<file path="src/hdl/lsw_pkg.sv">
// ----------------------------------------------------------------------------
// lsw_pkg: shared types and constants of the segment window clipper
// Register indexes, reset values and the per-edge flag word.
// ----------------------------------------------------------------------------
`default_nettype none

package lsw_pkg;

  // Number of window edges tested per segment
  localparam int NUM_EDGES = 4;

  // Configuration port index width
  localparam int CFG_IDX_W = 2;

  // Register indexes
  typedef enum logic [CFG_IDX_W-1:0] {
    CFG_LEFT   = 2'd0,
    CFG_RIGHT  = 2'd1,
    CFG_BOTTOM = 2'd2,
    CFG_TOP    = 2'd3
  } cfg_idx_e;

  // Window reset values
  localparam int WIN_LEFT_RST   = 50;
  localparam int WIN_RIGHT_RST  = 300;
  localparam int WIN_BOTTOM_RST = 250;
  localparam int WIN_TOP_RST    = 500;

  // Per-edge status worked out before the divide
  typedef struct packed {
    logic s_neg;   // denominator below zero
    logic s_zero;  // denominator zero, edge parallel
    logic u_neg;   // distance below zero
    logic q_neg;   // ratio takes a minus sign
    logic clamp;   // ratio saturates at two
  } edge_flag_t;

  localparam int FLAG_W = $bits(edge_flag_t);

endpackage

`default_nettype wire

</file>
<file path="src/hdl/lsw_div_cell.sv">
// ----------------------------------------------------------------------------
// lsw_div_cell: one restoring divide step for the left, right, bottom and top sides
// Produces one quotient bit per edge and hands the word to the next cell.
// ----------------------------------------------------------------------------
`default_nettype none

module lsw_div_cell
  import lsw_pkg::*;
#(
  parameter int RW = 18,
  parameter int QW = 17,
  parameter int SW = 8
) (
  input  wire logic          clk_i,
  input  wire logic          rst_ni,
  input  wire logic          valid_i,
  output logic               ready_o,
  input  wire logic [RW-1:0] rem_i [NUM_EDGES],
  input  wire logic [RW-1:0] dvs_i [NUM_EDGES],
  input  wire logic [QW-1:0] quo_i [NUM_EDGES],
  input  wire logic [SW-1:0] side_i,
  output logic               valid_o,
  input  wire logic          ready_i,
  output logic [RW-1:0]      rem_o [NUM_EDGES],
  output logic [RW-1:0]      dvs_o [NUM_EDGES],
  output logic [QW-1:0]      quo_o [NUM_EDGES],
  output logic [SW-1:0]      side_o
);

  logic          valid_q;
  logic          load;
  logic [RW-1:0] rem_d [NUM_EDGES];
  logic          bit_d [NUM_EDGES];

  assign ready_o = !valid_q || ready_i;
  assign load    = valid_i && ready_o;
  assign valid_o = valid_q;

  // Compare, subtract and shift each partial remainder
  always_comb begin
    for (int e = 0; e < NUM_EDGES; e++) begin
      bit_d[e] = (rem_i[e] >= dvs_i[e]);
      rem_d[e] = bit_d[e] ? (rem_i[e] - dvs_i[e]) : rem_i[e];
      rem_d[e] = {rem_d[e][RW-2:0], 1'b0};
    end
  end

  // Track occupancy
  always_ff @(posedge clk_i or negedge rst_ni) begin
    if (!rst_ni) begin
      valid_q <= 1'b0;
    end else if (ready_o) begin
      valid_q <= valid_i;
    end
  end

  // Hold the word while stalled
  always_ff @(posedge clk_i) begin
    if (load) begin
      for (int e = 0; e < NUM_EDGES; e++) begin
        rem_o[e] <= rem_d[e];
        dvs_o[e] <= dvs_i[e];
        quo_o[e] <= {quo_i[e][QW-2:0], bit_d[e]};
      end
      side_o <= side_i;
    end
  end

endmodule

`default_nettype wire

</file>
<file path="config.mk">
export PLATFORM = sky130hd
export DESIGN_NAME = lsw_div_cell
export DESIGN_NICKNAME = d
export VERILOG_FILES = /design/src/hdl/lsw_pkg.sv /design/src/hdl/lsw_div_cell.sv
export SDC_FILE = /design/constraint.sdc
export NUM_CORES = 1
export LEC_CHECK = 0
export BUFFER_PORTS_ARGS = -buffer_cell sky130_fd_sc_hd__buf_2
export CAP_MARGIN = 40
export CORE_AREA = 5 5 172 174
export DETAILED_ROUTE_END_ITERATION = 8
export DIE_AREA = 0 0 177 179
export PLACE_DENSITY = 0.68
export SLEW_MARGIN = 20
export SYNTH_ARGS = -nofsm -noshare
export SYNTH_HDL_FRONTEND = slang
export SYNTH_SLANG_ARGS = --single-unit
</file>
<file path="constraint.sdc">
create_clock -name clk_i -period 11.31 [get_ports clk_i]
set_input_delay 2.262 -clock clk_i [delete_from_list [all_inputs] [get_ports clk_i]]
set_output_delay 2.262 -clock clk_i [all_outputs]
set_load 0.005 [all_outputs]
</file>
==> results of run 1 <==
-- registers in the layout (all words and copies together) (netlist names) --
name and flops:
dvs_o 72, valid_o 1, quo_o 68, side_o 8, rem_o 68
-- area by class of cell --
class                   instances  area share
flip-flops and latches        217       0.448
multi-input cells             523       0.278
repair buffers                443       0.157
clock buffers                  28      0.0424
well taps                     378      0.0326
inverters                      95      0.0246
clock inverters                15      0.0169
diodes                          2    0.000345
-- cell families after synthesis --
group / after synthesis
flip-flops: 217
adder cells (fa/ha/maj): 76
XOR/XNOR: 55
multiplexers: 44
buffers and inverters: 115
AND/OR/NAND/NOR: 152
AO/OA/AOI/OAI: 192
other: 1
-- cell usage in the layout, fill, tap and decap left out, types with 12 or more instances in the layout --
master	synthesis	routed
nand4_1	12	12
mux2_2	30	30
a21oi_1	60	60
o21ai_0	31	31
edfxtp_1	216	216
clkbuf_16	0	24
xnor2_1	37	37
nand3_1	16	16
buf_2	5	437
o21a_1	12	12
nand2_1	60	60
inv_1	94	94
nor2_1	35	35
ha_1	72	72
a21o_1	20	20
xor2_1	18	18
-- layer usage --
layer | up-vias | track usage | wire [um]
met1 | 3888 | 0.215 | 12000
li1 | 4043 | - | -
met3 | 49 | 0.0474 | 2640
met2 | 296 | 0.319 | 15600
met5 | - | 0 | 33
met4 | 6 | 0.0432 | 605
-- power breakdown --
part / switching, uW / leakage [uW] / internal [uW]
clock network: 324 / 0.000418 / 528
registers: 12.2 / 0.00207 / 960
logic: 224 / 0.00399 / 189
total: 560 / 0.00648 / 1680
-- critical path, delay by kind of cell --
family	cells	cell delay, ns
compound gates	5	1.55
fa+ha+maj	2	0.60
buf+inv	4	0.54
mux	1	0.36
-- through the flow --
step,area (um^2),hold slack [ns],std cells,worst slack (ns),util
global route,14500,0.600,1700,6.03,0.525
CTS,14500,0.552,1698,6.30,0.525
floorplan,11000,0.537,855,3.36,-
global placement,13600,0.508,1653,5.77,0.492
finish,14500,0.549,1701,6.27,0.526
detailed placement,13600,0.532,1655,5.74,0.494
-- worst max path at each step --
stage,from,cells past startpoint,slack (ns),to
finish,rem_i[36],12,6.27,rem_o[38]$_DFFE_PP_
global route,rem_i[36],12,6.03,rem_o[38]$_DFFE_PP_
CTS,rem_i[36],12,6.30,rem_o[38]$_DFFE_PP_
detailed placement,rem_i[36],12,5.74,rem_o[38]$_DFFE_PP_
global placement,rem_i[36],12,5.77,rem_o[38]$_DFFE_PP_
floorplan,ready_i,2,3.36,dvs_o[0]$_DFFE_PP_
==> impl_metrics.tcl, run 1 <==
set metrics [dict create \
    ff2ff_path_depth 5 \
    setup_viol 0 \
    num_vias 8282 \
    ys.flop_type "edfxtp_1" \
    final.min_clock_period_ns 5.04 \
    slew_headroom 0.421 \
    rrSetupSlack_ns 8.97 \
    grt_usage 0.178 \
    synth_xor_area_frac 0.0438 \
    synth_seq_cells 217 \
    die_area_um2 31700 \
    min_to "valid_o$_DFFE_PN0N_" \
    period_share 0.446 \
    p_total_uw 2240 \
    timing.fmax_mhz 198 \
    required_ns 11.59 \
    ctsResizeCount 0 \
    synthCells 852 \
    drc_errors 0 \
    htreeDepth 1 \
    rows 61 \
    holdPathStages 2 \
    ctsRootBufferMaster "clkbuf_16" \
    status "completed" \
    core_um2 27600 \
    regArea_um2 6510 \
    die_w_um 177 \
    yosysWarningCount 0 \
    tns_ns 0 \
    area_growth_pct 31.9 \
    hold_buffers 0 \
    slowest_delay_ns 0.55 \
    crit_type "in2reg" \
    grt_overflow 0 \
    synth_compound_area_frac 0.122 \
    drt_iter0_drc 480 \
    postCtsSetupBuffers 0 \
    r2r_end "rem_o[1]$_DFFE_PP_" \
    muxShareOfSynthArea 0.0473 \
    cts.sinks 217 \
    drtAntennaViolNets 0 \
    cts_buffers 24 \
    clock_skew_ns 0.0178 \
    synth_fa_ha_area_frac 0.0891 \
    n_fill_cell 2493 \
    finalMaxSlewViolations 0 \
    synth_edf_count 216 \
    synth.most_common_cell "edfxtp_1" \
    cp.arrival_ns 5.32 \
    synth_area_um2 11000 \
    synth_top_area_frac 0.589 \
    hold_viol_final 0 \
    wl_per_cell_um 18.1 \
    synth_commonest_cells "edfxtp_1, inv_1, ha_1" \
    tightest_slew_ns 0.869 \
    yosys.area_share.simple 0.0631 \
    crit_slowest_cell "o221ai_2" \
    powerDensity_nw_per_um2 154 \
    grt_start_max_net_pins 60 \
    hp-class "reg2reg" \
    io_pins 446 \
    clock_path_buffers 3 \
    die_h_um 179 \
    grt_pass1_wl_um 44500 \
    start_kind "input port" \
    synth.area.top_cells "edfxtp_1, ha_1, inv_1" \
    clk_pin_slew_worst_paths_ns 0.06 \
    crit_path_end_kind "register" \
    maxCapViolCount 0 \
    async_flop_share 0.00461 \
    antenna_found_initial 4 \
    synth_top_area_cell "edfxtp_1" \
    clock_latency_ns 0.53 \
    yosysUniqueCellTypes 70 \
    ir_drop_mv 0.114 \
    rsz0062_at_grt "no" \
    syn_avg_cell_area_um2 12.9 \
    dr.pass1.iters 5 \
    routed_wirelength_um 30800 \
    nets 1604 \
    gp_congestion 0.816 \
    drive_above_1_share 0.411 \
    start_util 0.398 \
    worstPathCellList "buf_2 > inv_1 > ha_1 > inv_1 > fa_1 > a211oi_2 > o21ai_2 > a2111oi_4 > o31ai_2 > o221ai_2 > buf_4 > mux2_2" \
    dp_hpwl_um 24700 \
    yosysSeqAreaShare 0.592 \
    routed_via_density 4.87 \
    grt_pass1_vias 8165 \
    port_buffers 437 \
    r2r-start "valid_o$_DFFE_PN0N_" \
    cts_tree "yes" \
    crit_path_frequent_cell "inv_1" \
    p_leak_uw 0.00648 \
    synth_top_family_by_area "compound AO/OA/AOI/OAI gates" \
    multi_input_area_um2 4030 \
    hold_start "valid_o$_DFFE_PN0N_" \
    critPathMaxFanout 17 \
]
(Power assumes the default switching activity.)
==> inputs of run 2 (changes only) <==
--- a/config.mk
+++ b/config.mk
@@ -5,12 +5,13 @@
 export SDC_FILE = /design/constraint.sdc
 export NUM_CORES = 1
 export LEC_CHECK = 0
+export ABC_AREA = 1
 export BUFFER_PORTS_ARGS = -buffer_cell sky130_fd_sc_hd__buf_2
 export CAP_MARGIN = 40
-export CORE_AREA = 5 5 172 174
+export CORE_MARGIN = 5
+export CORE_UTILIZATION = 45
 export DETAILED_ROUTE_END_ITERATION = 8
-export DIE_AREA = 0 0 177 179
-export PLACE_DENSITY = 0.68
+export PLACE_DENSITY = 0.73
 export SLEW_MARGIN = 20
 export SYNTH_ARGS = -nofsm -noshare
 export SYNTH_HDL_FRONTEND = slang
==> constraint.sdc (replaced) <==
create_clock -name clk_i -period 5.2 [get_ports clk_i]
set_input_delay 1.04 -clock clk_i [delete_from_list [all_inputs] [get_ports clk_i]]
set_output_delay 1.04 -clock clk_i [all_outputs]
set_load 0.005 [all_outputs]
==> run 2 against run 1 <==
Against the previous run:
- clock power rose by 81%
- area after synthesis increased by 14%
- register-to-register slack lost 5.9 ns
- sequential cell count stayed put
- total power is 110% higher
- utilization rose by 4.6 points
- critical endpoint is now rem_o[32]$_DFFE_PP_
==> impl_metrics.tcl, run 2 <==
set metrics [dict create \
    top_register "dvs_o" \
    worstPathCellList "buf_2 > inv_1 > ha_1 > inv_1 > fa_1 > nand2_1 > nand2_2 > nand3b_4 > nand2_2 > nand2_2 > nand2_2 > nand2_4 > nand2_8 > nand2_1 > nand2_1" \
    synth_commonest_cells "nand2_1, inv_1, edfxtp_1" \
    required_ns 5.46 \
    postCtsSetupBuffers 0 \
    cpLargestDelayFamily "simple AND/OR/NAND/NOR gates" \
    syn_avg_cell_area_um2 8.91 \
    drive_above_1_share 0.293 \
    drtAntennaViolNets 0 \
    synth.most_common_cell "nand2_1" \
    critPathMaxFanout 18 \
    rows 61 \
    powerDensity_nw_per_um2 294 \
    cts_buffers 23 \
    yosysWarningCount 0 \
    antenna_found_initial 4 \
    hold_viol_final 0 \
    crit_path_frequent_cell "nand2_2" \
    ff2ff_path_depth 3 \
    nets 2156 \
    combPwrFrac 0.213 \
    async_flop_share 0.00461 \
    final.min_clock_period_ns 2.67 \
    start_kind "input port" \
    r2r-start "valid_o$_DFFE_PN0N_" \
    grt_start_max_net_pins 130 \
    routed_wirelength_um 33600 \
    p_int_uw 3360 \
    finalMaxSlewViolations 0 \
    core_um2 27600 \
    gp_congestion 0.922 \
    grt_overflow 0 \
    slowest_delay_ns 0.41 \
    synth_seq_cells 217 \
    ir_drop_mv 0.249 \
    die_area_um2 31300 \
    hp-class "in2async" \
    slew_headroom 0.491 \
    timing.fmax_mhz 374 \
    area_growth_pct 26.2 \
    synth_top_area_cell "edfxtp_1" \
    die_w_um 177 \
    synth_area_um2 12500 \
    mostFrequentLayoutCell "nand2_1" \
    crit_type "in2reg" \
    dp_hpwl_um 27200 \
    rrSetupSlack_ns 3.12 \
    top_regs "dvs_o: 72 flops, quo_o: 68 flops, rem_o: 68 flops" \
    r2r_end "dvs_o[10]$_DFFE_PP_" \
    die_h_um 177 \
    drc_errors 0 \
    ctsResizeCount 0 \
    path_buf_inv 3 \
    synth.area.top_cells "edfxtp_1, nand2_1, inv_1" \
    start_util 0.453 \
    drt_iter0_drc 536 \
    tns_ns 0 \
    rsz0062_at_grt "no" \
    clock_skew_ns 0.00625 \
    hold_buffers 0 \
    maxCapViolCount 0 \
    routed_via_density 4.66 \
    tightest_slew_ns 0.764 \
    num_vias 10500 \
    htreeDepth 1 \
    port_buffers 437 \
    synth_edf_count 216 \
    period_share 0.514 \
    grt_pass1_vias 10500 \
    p_clk_frac 0.331 \
    p_leak_uw 0.00845 \
    yosysSeqAreaShare 0.520 \
    clock_path_buffers 3 \
    io_pins 446 \
    crit_path_end_kind "register" \
    synth_top_area_frac 0.518 \
    ys.flop_type "edfxtp_1" \
    cts.sinks 217 \
    n_fill_cell 2481 \
    largest_register_ffs 72 \
    clock_latency_ns 0.51 \
    postLayoutCoreUtil 0.572 \
    wl_per_cell_um 14.9 \
    p_seq_frac 0.456 \
    netSwitchingPower_uw 1290 \
    grt_pass1_wl_um 53000 \
    ctsRootBufferMaster "clkbuf_16" \
    yosysUniqueCellTypes 40 \
    cp.arrival_ns 2.94 \
    dr.pass1.iters 6 \
    crit_slowest_cell "fa_1" \
    grt_usage 0.208 \
    cts_tree "yes" \
    clk_pin_slew_worst_paths_ns 0.06 \
    synthCells 1405 \
    layout_common_cells "nand2_1, buf_2, inv_1, edfxtp_1, nand3_1" \
    setup_viol 0 \
    sw_frac_of_total 0.277 \
    status "completed" \
]
-- run 2: how the worst max path moves through the flow --
| stage | from | end | slack, ns | cells after the start |
|---|---|---|---|---|
| 6_report | rem_i[18] | rem_o[32]$_DFFE_PP_ | 2.53 | 15 |
| 5_1_grt | dvs_i[49] | rem_o[38]$_DFFE_PP_ | 2.37 | 12 |
| 4_1_cts | dvs_i[51] | rem_o[52]$_DFFE_PP_ | 2.56 | 10 |
| 3_5_place_dp | dvs_i[51] | rem_o[50]$_DFFE_PP_ | 2.00 | 10 |
| 3_3_place_gp | dvs_i[51] | rem_o[49]$_DFFE_PP_ | 2.02 | 10 |
| 2_1_floorplan | ready_i | dvs_o[0]$_DFFE_PP_ | 0.03 | 2 |
-- run 2: per-stage QoR --
step | setup WS [ns] | total power [uW] | hold WS (ns) | area (um^2) | instances
global placement | 2.02 | 3130 | 0.568 | 15100 | 2209
finish | 2.53 | 4650 | 0.291 | 15800 | 2252
global route | 2.37 | 4930 | 0.265 | 15800 | 2252
floorplan | 0.0290 | 2800 | 0.589 | 12500 | 1408
detailed placement | 2.00 | 3150 | 0.574 | 15100 | 2209
CTS | 2.56 | 4710 | 0.264 | 15800 | 2250
-- run 2: layer usage --
metal	GRT usage	vias up	routed length [um]
li1	-	5371	-
met4	0.0448	4	604
met2	0.374	355	16600
met3	0.0532	41	2850
met1	0.254	4728	13600
met5	0	-	21
-- run 2: area by class of cell --
cell class / instances / area, um^2 / area share
Inverter: 275 / 1030 / 0.0653
Clock inverter: 11 / 87.6 / 0.00554
Antenna cell: 2 / 5.00 / 0.000317
Multi-Input combinational cell: 899 / 4850 / 0.307
Sequential cell: 217 / 6510 / 0.412
Clock buffer: 30 / 622 / 0.0394
Timing Repair Buffer: 440 / 2220 / 0.141
Tap cell: 378 / 473 / 0.0299
-- run 2: worst reg2reg max path: stages, from the launching register on --
cell     delay (ns)
dfrtp_1        0.42
a21oi_4        0.21
buf_4          0.42
buf_4          0.63
-- run 2: power groups by stage --
stage / clock, uW / sequential (uW) / combinational [uW]
2_1_floorplan: 0 / 2180 / 613
3_3_place_gp: 0 / 2150 / 976
3_5_place_dp: 0 / 2150 / 997
4_1_cts: 1590 / 2120 / 1000
5_1_grt: 1680 / 2130 / 1120
6_report: 1540 / 2120 / 992
-- run 2: cell families after synthesis --
kind of cell,Yosys count,share of synthesized area
fa+ha+maj,76,0.0783
flops,217,0.520
compound gates,49,0.0210
buf+inv,292,0.0946
other cells,1,0.000299
xor+xnor,28,0.0196
simple gates,742,0.266
==> inputs of run 3 (changes only) <==
--- a/config.mk
+++ b/config.mk
@@ -11,7 +11,7 @@
 export CORE_MARGIN = 5
 export CORE_UTILIZATION = 45
 export DETAILED_ROUTE_END_ITERATION = 8
-export PLACE_DENSITY = 0.73
+export PLACE_DENSITY = 0.76
 export SLEW_MARGIN = 20
 export SYNTH_ARGS = -nofsm -noshare
 export SYNTH_HDL_FRONTEND = slang
==> constraint.sdc (replaced) <==
create_clock -name clk_i -period 2.3 [get_ports clk_i]
set_input_delay 0.46 -clock clk_i [delete_from_list [all_inputs] [get_ports clk_i]]
set_output_delay 0.46 -clock clk_i [all_outputs]
set_load 0.005 [all_outputs]
==> run 3 against run 2 <==
Against the previous run:
- via count rose by 3.2%
- sequential cell count unchanged
- non-clock buffer count up 42
- global-route usage grew 0.45 points
- total power is 130% higher
- clock-buffer cell count is 4 lower
- worst hold slack got worse by 0.18 ns
- clock power rose by 120%
- sequential share of layout area is 0.82 points lower
- first-iteration DRC count is 0.56% higher
- critical endpoint is now rem_o[49]$_DFFE_PP_
==> impl_metrics.tcl, run 3 (synthesis results as in run 2) <==
set metrics [dict create \
    status "completed" \
    sw_frac_of_total 0.282 \
    cp.arrival_ns 2.07 \
    fin_area_um2 16100 \
    powerDensity_nw_per_um2 656 \
    critPathMaxFanout 18 \
    p_int_uw 7590 \
    cts_tree "yes" \
    htreeDepth 1 \
    mostFrequentLayoutCell "nand2_1" \
    required_ns 2.56 \
    start_kind "input port" \
    clk_pin_slew_worst_paths_ns 0.06 \
    rsz0062_at_grt "no" \
    ir_drop_mv 0.782 \
    port_buffers 437 \
    routed_wirelength_um 34700 \
    crit_path_end_kind "register" \
    place_area_um2 15400 \
    finalMaxSlewViolations 0 \
    grt_start_max_net_pins 101 \
    routed_via_density 4.72 \
    timing.fmax_mhz 550 \
    tightest_slew_ns 0.564 \
    postLayoutCoreUtil 0.584 \
    start_util 0.453 \
    grt_pass1_wl_um 54000 \
    p_total_uw 10600 \
    hp-class "in2reg" \
    top_regs "dvs_o: 72 flops, quo_o: 68 flops, rem_o: 68 flops" \
    drc_errors 0 \
    largest_register_ffs 72 \
    die_w_um 177 \
    core_um2 27600 \
    grt_pass1_vias 10600 \
    num_vias 10800 \
    p_seq_frac 0.453 \
    clock_skew_ns 0.00786 \
    drt_iter0_drc 539 \
    period_share 0.790 \
    die_h_um 177 \
    grt_usage 0.213 \
    crit_type "in2reg" \
    p_leak_uw 0.00863 \
    setup_viol 0 \
    hold_viol_final 0 \
    ctsResizeCount 0 \
    wl_per_cell_um 15.1 \
    nets 2198 \
    maxCapViolCount 0 \
    dr.pass1.iters 5 \
    ctsRootBufferMaster "clkbuf_16" \
    dp_hpwl_um 28200 \
    drtAntennaViolNets 0 \
    final.min_clock_period_ns 1.82 \
    antenna_found_initial 4 \
    die_area_um2 31300 \
    combPwrFrac 0.223 \
    clock_latency_ns 0.52 \
    cts.sinks 217 \
    top_register "dvs_o" \
    rows 61 \
    io_pins 446 \
    cts_buffers 23 \
    clock_path_buffers 3 \
    grt_overflow 0 \
    area_growth_pct 28.7 \
    layout_common_cells "nand2_1, buf_2, inv_1, edfxtp_1, nand3_1" \
    gp_congestion 0.908 \
    netSwitchingPower_uw 2990 \
    p_clk_frac 0.325 \
    slew_headroom 0.624 \
    drive_above_1_share 0.308 \
]
[run 3: cell types whose count changed in the layout (fill, tap and decap cells not counted), sizes merged]
cell         previous run  this run
buf                   440       481
clkbuf                 30        26
clkinv                  9        11
clkinvlp                1         2
dlygate4sd3             0         1
[run 3: worst max-delay path: stages]
cell and delay, ns:
buf_2 0.11, inv_1 0.05, ha_1 0.13, inv_1 0.06, fa_1 0.39, nand2_1 0.08
nand2_1 0.10, nand3_2 0.08, nand2_2 0.07, nand2_2 0.07, nand2_2 0.07, nand2_4 0.08
nand2_4 0.14, nand2_1 0.11, nand2_1 0.06
[run 3: repair_timing]
action                                 CTS  global route
endpoints found under the hold margin    1             0
setup buffers                            0             0
hold buffers                             1             0
[run 3: power groups by stage]
stage / registers, uW / clock network, uW / logic, uW
6_report: 4790 / 3440 / 2350
3_5_place_dp: 4870 / 0 / 2350
2_1_floorplan: 4940 / 0 / 1390
5_1_grt: 4810 / 3740 / 2660
3_3_place_gp: 4860 / 0 / 2300
4_1_cts: 4790 / 3560 / 2360
[run 3: final cells by class]
cell class	instances	area (um^2)
fill	2465	11500
timing repair buffer	482	2560
sequential	217	6510
inverter	275	1030
multi-input combinational	899	4850
tap	378	473
clock buffer	26	587
antenna	2	5.00
clock inverter	14	98.8
[run 3: final timing paths]
path                            slack, ns  cells after the start                start                  end
max in group asynchronous            1.96                      2               rst_ni  valid_o$_DFFE_PN0N_
worst min register to register       0.58                      2  valid_o$_DFFE_PN0N_  valid_o$_DFFE_PN0N_
worst max-delay path                 0.48                     15            rem_i[36]  rem_o[49]$_DFFE_PP_
worst max register to register       0.83                      2  valid_o$_DFFE_PN0N_  dvs_o[17]$_DFFE_PP_
worst min-delay path                 0.12                      1             quo_i[8]   quo_o[9]$_DFFE_PP_
min in group asynchronous            0.26                      2               rst_ni  valid_o$_DFFE_PN0N_
[run 3: layer usage]
layer / track usage / share of wire / routed length (um)
met1: 0.263 / 0.41 / 14100
met2: 0.374 / 0.48 / 16800
met3: 0.0489 / 0.079 / 2730
met4: 0.0600 / 0.030 / 1020
met5: 0 / 0.00078 / 27
[run 3: through the flow]
step | cells | worst slack, ns | TNS, ns | hold slack (ns)
6_report | 2293 | 0.483 | 0 | 0.116
3_5_place_dp | 2250 | -0.0434 | -0.535 | 0.236
3_3_place_gp | 2250 | 0.0119 | 0 | 0.236
4_1_cts | 2291 | 0.512 | 0 | 0.0769
5_1_grt | 2293 | 0.293 | 0 | 0.0776
2_1_floorplan | 1408 | -2.20 | -475.27 | 0.164
